==> config.mk <==
export PLATFORM = sky130hd
export DESIGN_NAME = efil_ctrl
export DESIGN_NICKNAME = d
export VERILOG_FILES = /design/src/hdl/efil_pkg.sv /design/src/hdl/efil_ctrl.sv
export SDC_FILE = /design/constraint.sdc
export NUM_CORES = 1
export LEC_CHECK = 0
export BUFFER_PORTS_ARGS = -buffer_cell sky130_fd_sc_hd__buf_2
export CAP_MARGIN = 0
export CORE_AREA = 5 5 42 44
export CTS_CLUSTER_SIZE = 28
export DETAILED_ROUTE_END_ITERATION = 7
export DIE_AREA = 0 0 47 49
export PLACE_DENSITY_LB_ADDON = 0.1
export SLEW_MARGIN = 15
export SYNTH_ARGS = -nofsm -noshare
export SYNTH_HDL_FRONTEND = slang
export SYNTH_SLANG_ARGS = --single-unit
==> constraint.sdc <==
create_clock -name clk_i -period 3.4 [get_ports clk_i]
set_input_delay 0 -clock clk_i [delete_from_list [all_inputs] [get_ports clk_i]]
set_output_delay 0 -clock clk_i [all_outputs]
set_load 0.05 [all_outputs]
==> src/hdl/efil_pkg.sv <==
// Shared constants, codes and controller/datapath interface types for the
// Elias-Fano interval locator. No dependencies.
package efil_pkg;

  localparam int MaxEntries = 1024;
  localparam int CntW       = $clog2(MaxEntries + 1);
  localparam int LowAw      = $clog2(MaxEntries);
  localparam int LowW       = 31;
  localparam int UpperDepth = 3 * MaxEntries + 1;
  localparam int PosW       = $clog2(UpperDepth + 1);
  localparam int RowW       = 32;
  localparam int RowBw      = 5;
  localparam int NumRows    = (UpperDepth + RowW - 1) / RowW;
  localparam int RowAw      = $clog2(NumRows);

  // configuration register indexes
  localparam logic [1:0] CfgUniverse   = 2'd0;
  localparam logic [1:0] CfgLowerWidth = 2'd1;

  typedef enum logic [1:0] {
    KindLoad    = 2'd0,
    KindLocate  = 2'd1,
    KindBounds  = 2'd2,
    KindPresent = 2'd3
  } kind_e;

  typedef enum logic [2:0] {
    StOk         = 3'd0,
    StBelowFirst = 3'd1,
    StBadNumber  = 3'd2,
    StOutOfOrder = 3'd3,
    StFull       = 3'd4
  } status_e;

  typedef enum logic [3:0] {
    SClear, SIdle, SPrep, SLoadChk, SRankInit, SSelInit,
    SRowScan, SBitScan, SBackRd, SBackChk, SDone
  } state_e;

  typedef enum logic [3:0] {
    OpIdle, OpClear, OpCapture, OpPrep, OpLoadChk, OpRankInit, OpSelInit,
    OpRowScan, OpBitScan, OpBackRd, OpBackChk
  } op_e;

  // datapath status toward the controller
  typedef struct packed {
    logic  clr_last;
    kind_e kind;
    logic  prep_fail;
    logic  rank_scan;
    logic  row_hit;
    logic  bit_hit;
    logic  rank_mode;
    logic  sel_more;
    logic  back_go;
    logic  r_zero;
  } sts_t;

endpackage

==> src/hdl/efil_ctrl.sv <==
// Controller state machine of the interval locator.
// Depends on efil_pkg; drives datapath operations from datapath status.
module efil_ctrl (
  input  logic             clk_i,
  input  logic             rst_ni,
  input  logic             start_i,
  input  efil_pkg::sts_t   sts_i,
  output efil_pkg::op_e    op_o,
  output logic             busy_o,
  output logic             done_o
);

  efil_pkg::state_e state_q, state_d;

  // hold state
  always_ff @(posedge clk_i or negedge rst_ni) begin
    if (!rst_ni) begin
      state_q <= efil_pkg::SClear;
    end else begin
      state_q <= state_d;
    end
  end

  // next state
  always_comb begin
    state_d = state_q;
    unique case (state_q)
      efil_pkg::SClear: if (sts_i.clr_last) state_d = efil_pkg::SIdle;
      efil_pkg::SIdle: if (start_i) state_d = efil_pkg::SPrep;
      efil_pkg::SPrep: begin
        unique case (sts_i.kind)
          efil_pkg::KindLoad:
            state_d = sts_i.prep_fail ? efil_pkg::SDone : efil_pkg::SLoadChk;
          efil_pkg::KindBounds:
            state_d = sts_i.prep_fail ? efil_pkg::SDone : efil_pkg::SSelInit;
          default: state_d = efil_pkg::SRankInit;
        endcase
      end
      efil_pkg::SLoadChk: state_d = efil_pkg::SDone;
      efil_pkg::SRankInit:
        state_d = sts_i.rank_scan ? efil_pkg::SRowScan : efil_pkg::SBackRd;
      efil_pkg::SSelInit: state_d = efil_pkg::SRowScan;
      efil_pkg::SRowScan: if (sts_i.row_hit) state_d = efil_pkg::SBitScan;
      efil_pkg::SBitScan: begin
        if (sts_i.bit_hit) begin
          if (sts_i.rank_mode) state_d = efil_pkg::SBackRd;
          else if (sts_i.sel_more) state_d = efil_pkg::SSelInit;
          else state_d = efil_pkg::SDone;
        end
      end
      efil_pkg::SBackRd: begin
        if (sts_i.back_go) state_d = efil_pkg::SBackChk;
        else if (sts_i.r_zero) state_d = efil_pkg::SDone;
        else state_d = efil_pkg::SSelInit;
      end
      efil_pkg::SBackChk: state_d = efil_pkg::SBackRd;
      efil_pkg::SDone: state_d = efil_pkg::SIdle;
      default: state_d = efil_pkg::SIdle;
    endcase
  end

  // outputs
  always_comb begin
    op_o   = efil_pkg::OpIdle;
    busy_o = (state_q != efil_pkg::SIdle);
    done_o = (state_q == efil_pkg::SDone);
    unique case (state_q)
      efil_pkg::SClear:    op_o = efil_pkg::OpClear;
      efil_pkg::SIdle:     op_o = start_i ? efil_pkg::OpCapture : efil_pkg::OpIdle;
      efil_pkg::SPrep:     op_o = efil_pkg::OpPrep;
      efil_pkg::SLoadChk:  op_o = efil_pkg::OpLoadChk;
      efil_pkg::SRankInit: op_o = efil_pkg::OpRankInit;
      efil_pkg::SSelInit:  op_o = efil_pkg::OpSelInit;
      efil_pkg::SRowScan:  op_o = efil_pkg::OpRowScan;
      efil_pkg::SBitScan:  op_o = efil_pkg::OpBitScan;
      efil_pkg::SBackRd:   op_o = efil_pkg::OpBackRd;
      efil_pkg::SBackChk:  op_o = efil_pkg::OpBackChk;
      default:             op_o = efil_pkg::OpIdle;
    endcase
  end

endmodule

# ---- Word-level counts from Yosys, hierarchy flattened
# Cells that the tools add are included.
dict set report word_totals {
  reg_bits 4
  output_inout_bits 6
  inputBits 14
  wordCells 35
}
dict set report op_classes {
  n_reduce_logical 3
  eq_ne 16
  mux 15
}
# operator n
set ops {}
lappend ops {{4-bit case mux with 10 select lines} 2}
lappend ops {{4-bit 2-to-1 mux} 11}
lappend ops {{4-bit by 3-bit == test with 1-bit output, second input constant} 4}
lappend ops {{4-bit == test, second input constant} 3}
lappend ops {{4-bit by 2-bit == test with 1-bit output, second input constant} 2}
lappend ops {{2-bit inequality test, second input constant} 4}
lappend ops {{4-bit case mux with 2 select lines} 1}
lappend ops {{4-bit by 1-bit == test with 1-bit output, second input constant} 1}
lappend ops {{4-bit logical NOT} 1}
lappend ops {{4-bit by 1-bit inequality test with 1-bit output, second input constant} 1}
lappend ops {{4-bit AND reduction} 1}
lappend ops {{2-bit == test, second input constant} 1}
lappend ops {{2-bit logical NOT} 1}
lappend ops {{2-bit 2-to-1 mux} 1}

# ---- Logic depth before layout (Yosys ltp)
dict set report logic_depth {
  word_depth 4
  depth_mapped 6
  ltp_nobuf 4
}

# ---- Least setup slack after synthesis
# OpenSTA, ideal clock, no wires.
dict set report synth_path {
  path_type {register to output}
  from {reg state_q[0]}
  to {out op_o[1]}
  n_path_buf 2
  arrival_ps 1882
  path_slack_ps 1518
  path_stages_with_launch 5
  required_time_ps 3400
  path_cell_list {dfrtp_1 -> buf_6 -> buf_2 -> nand2b_1 -> o21ai_0}
}
dict set report synth_via {
  elab_chain_len 2
  elab_cells_between_ends 11
  cone_classes {eq/ne: 9; mux: 1; reduce/logical: 1}
}
# element line
set synth_lines {}
lappend synth_lines {{start, declared} efil_ctrl.sv:13} ;# efil_pkg::state_e state_q, state_d;
lappend synth_lines {{start signal, assigned} efil_ctrl.sv:18} ;# state_q <= efil_pkg::SClear;
lappend synth_lines {{start signal, assigned} efil_ctrl.sv:20} ;# state_q <= state_d;
lappend synth_lines {{4-bit == test, or another cell as far along} efil_ctrl.sv:67} ;# unique case (state_q)
lappend synth_lines {{4-bit case mux with 10 select lines *} efil_ctrl.sv:67}
lappend synth_lines {{end, declared} efil_ctrl.sv:8} ;# output efil_pkg::op_e op_o,
# Every way passes the cells marked *; elsewhere a longest branch is shown, timed or not.

# ---- Final worst setup path
dict set report layout_path {
  from {reg state_q[0]}
  to {reg state_q[1]}
}
dict set report layout_via {
  elab_chain_len 3
  elab_cells_between_ends 16
  cone_classes {eq/ne: 13; mux: 1; reduce/logical: 2}
}
# element line
set layout_lines {}
lappend layout_lines {{4-bit by 3-bit == test with 1-bit output, or another cell as far along} efil_ctrl.sv:27} ;# unique case (state_q)
lappend layout_lines {{2-bit inequality test (no line)} n/a}
lappend layout_lines {{4-bit AND reduction (no line)} n/a}
# Parallel ways exist; a longest one is shown, timed or not.
# A chain may end at the register's enable or synchronous reset.

==> results.yml <==
run_status:
  status: "complete, no violations"
pwr:
  power.share.clock_pct: 11.5
  vdd_ir_drop_max_v: 0.000405
  power.internal_uw: 217
  fraction_of_power_spent_switching_nets_pct: 57.0
  seq_power_share_pct: 25.1
  leakage_uw: 0.000273
  p_sw_uw: 288
  combPwrFrac_pct: 63.4
  powerDensity_mw_per_mm2: 815
  total_power_uw: 505
critical_path:
  crit_chain: "o21ai_0 -> a31o_1 -> a2111oi_0 -> o21ai_1"
  arrival_ps: 1870
  setup.worst_path.end_class: "flop"
  path_class: "reg2reg"
  cpLargestDelayFamily: "compound AO/OA/AOI/OAI gates"
  max_stage_delay_ps: 650
  cp_slowest_cell: "dfrtp_1"
  timing.critical_path.from_type: "flop"
  cp.required_ps: 3500
  worst-path-buf-inv: 0
  worstPathMaxFanout: 18
synth:
  netlist-cell-type-count: 33
  synth_seq_area_share_pct: 20.0
  postSynthAreaPerCell_um2: 7.17
  synthesis.yosys.warnings: 0
  ys_async_rst_share_pct: 100
  synthCells: 70
  yosys-top-cells-count: "6 x nor2_1, 6 x o21ai_0, 5 x nand2_1, 5 x nor3_1"
  synth_top_cell_area_share_pct: 20.0
  syn_nets: 84
  synth_enable_flop_cells: 0
  flop_and_latch_count_out_of_synthesis: 4
  synth_top_cells_by_area: "dfrtp_1 20%, o21ai_0 6.0%, nand2b_1 5.0%"
  synth-main-ff-cell: "dfrtp_1"
  netlist_area_um2: 502
  synth_top_cell_by_area: "dfrtp_1"
cts:
  cts_tree: "yes"
  postCtsSetupBuffers: 0
  cts.sink_count: 4
  htreeDepth: 1
  ctsLongestPathBuffers: 2
  worst_setup_hold_path_clk_slew_ps: 40
  number_of_clock_buffers_inserted_by_tritoncts: 3
  clock_insertion_delay_worst_skew_ps: 230
  clock-root-buffer: "clkbuf_4"
drt:
  route.detailed.wl_per_inst_um: 12.6
  initialDrtViolationCount: 1
  drt_drc_violations_left: 0
  drt-vias-per-instance: 5.43
  detail_route.wirelength_um: 1310
  drtAntennaViolNets: 0
  drt-pass1-iter-count: 2
  total_number_of_vias: 565
run:
  maxCapViolations: 0
timing:
  timing_hold_violations_final: 0
  timing.clock.skew_ps: 2.26
  layout_worst_path_cycle_share_pct: 52.2
  final_setup_viols: 0
  fin_crit_ps: 1770
  relSlewSlack_pct: 65.6
  setup_tns_ps: 0
  max_frequency_ghz: 0.564
  timing_max_transition_violations_final: 0
  timing_worst_slew_pin_value_ps: 517
  rsz_0062_raised_after_global_routing: "no"
grt:
  global_route.overflow_total: 0
  grt_usage_pct: 12.6
  grt_antenna_before_repair: 0
  grt_max_degree: 19
  grt_pass1_vias: 503
  grt_first_pass_wirelength_um: 2170
finish:
  finalNetCount: 104
  post_route_cells_drive_above_1_share_pct: 29.5
  max_reg_flops: 4
  antenna_fix_cells: 0
  final_cell_area_um2: 621
  layout_top_registers: "state_q: 4 flops"
  fill_cells: 167
  layout.cells.non_filler: 104
  max_flop_register: "state_q"
  areaGrowthSynthToFinish_pct: 23.7
placed_design:
  placed_area_um2: 588
  port-buffer-count: 19
  gpl.final_weighted_congestion: 0.749
  dpl.cell_count: 100
  post-dp-hpwl_um: 973
min_path:
  timing.hold.worst.class: "in2async"
floorplan:
  floorplan.initialDensity_pct: 35.8
  fp.dieArea_mm2: 0.00230
  top_level_ports: 20
  standard_cell_rows: 14
  core_area_mm2: 0.00140
  die-width_um: 47
  floorplan.die.height_um: 49
[path summary, 6_finish.rpt]
path	from	to	slack (ps)	cells past startpoint
min	rst_ni	state_q[3]$_DFFE_PN0P_	100	2
max reg2reg	state_q[0]$_DFFE_PN0P_	state_q[1]$_DFFE_PN0P_	1630	4
max in group asynchronous	rst_ni	state_q[1]$_DFFE_PN0P_	3180	2
max	state_q[0]$_DFFE_PN0P_	state_q[1]$_DFFE_PN0P_	1630	4
min reg2reg	state_q[1]$_DFFE_PN0P_	state_q[2]$_DFFE_PN0P_	790	2
min in group clk_i	sts_i[6]	state_q[3]$_DFFE_PN0P_	110	4
[cells by family after synthesis]
logic type / count (synthesis) / synth area share (%)
AOI/OAI and AO/OA: 21 / 29.2
DFF: 4 / 20.0
xor gates and xnor gates: 1 / 1.75
buffers and inverters: 8 / 7.98
and+or+nand+nor: 36 / 41.1
[cell usage in the layout (no fill, tap or decap), types with 3 or more instances in the layout]
cell / count
nor3_1: 5
clkbuf_4: 3
a21oi_1: 3
buf_2: 19
dfrtp_1: 4
o21ai_0: 6
nor2_1: 6
nand2b_1: 4
nand2_1: 5
nor2b_1: 4
inv_1: 3
[metal layers]
metal	GRT usage, %	vias up	wire (µm)
li1	-	293	-
met1	18.0	261	657
met3	2.95	0	64
met5	0	-	0
met4	6.91	0	0
met2	16.7	11	592
[worst register-to-register path: stages, from the launching register on]
cell and delay, ps:
dfrtp_1 650, o21ai_0 180, a31o_1 250, a2111oi_0 450, o21ai_1 100
[what timing repair did]
item | 4_1_cts | 5_1_grt
hold buffers | 1 | 0
hold endpoints to repair | 4 | 0
gates resized for setup | 0 | 0
[through the flow]
stage	hold WS (ps)	util, %	worst slack [ps]
final	99.0	44.3	1630
after global routing	109	44.3	1410
after CTS	86.4	44.3	1610
after detailed placement	-192	42.0	1630
after global placement	-194	42.0	1620
after floorplan	-296	-	1520
[layout make-up]
class | instances | area, µm² | area share (%)
multi-input combinational | 58 | 362 | 58.3
inverter | 3 | 11.3 | 1.81
clock buffer | 3 | 22.5 | 3.63
timing repair buffer | 20 | 105 | 16.9
tap | 16 | 20.0 | 3.23
sequential | 4 | 100 | 16.1
[power groups by stage]
stage               Clock, µW  Combinational, µW  Sequential (µW)
floorplan                   0                317             75.0
global placement            0                322              127
detailed placement          0                321              127
CTS                      62.3                323              127
global route             64.7                349              135
finish                   58.1                321              127
Power figures use the tool's default switching activity.
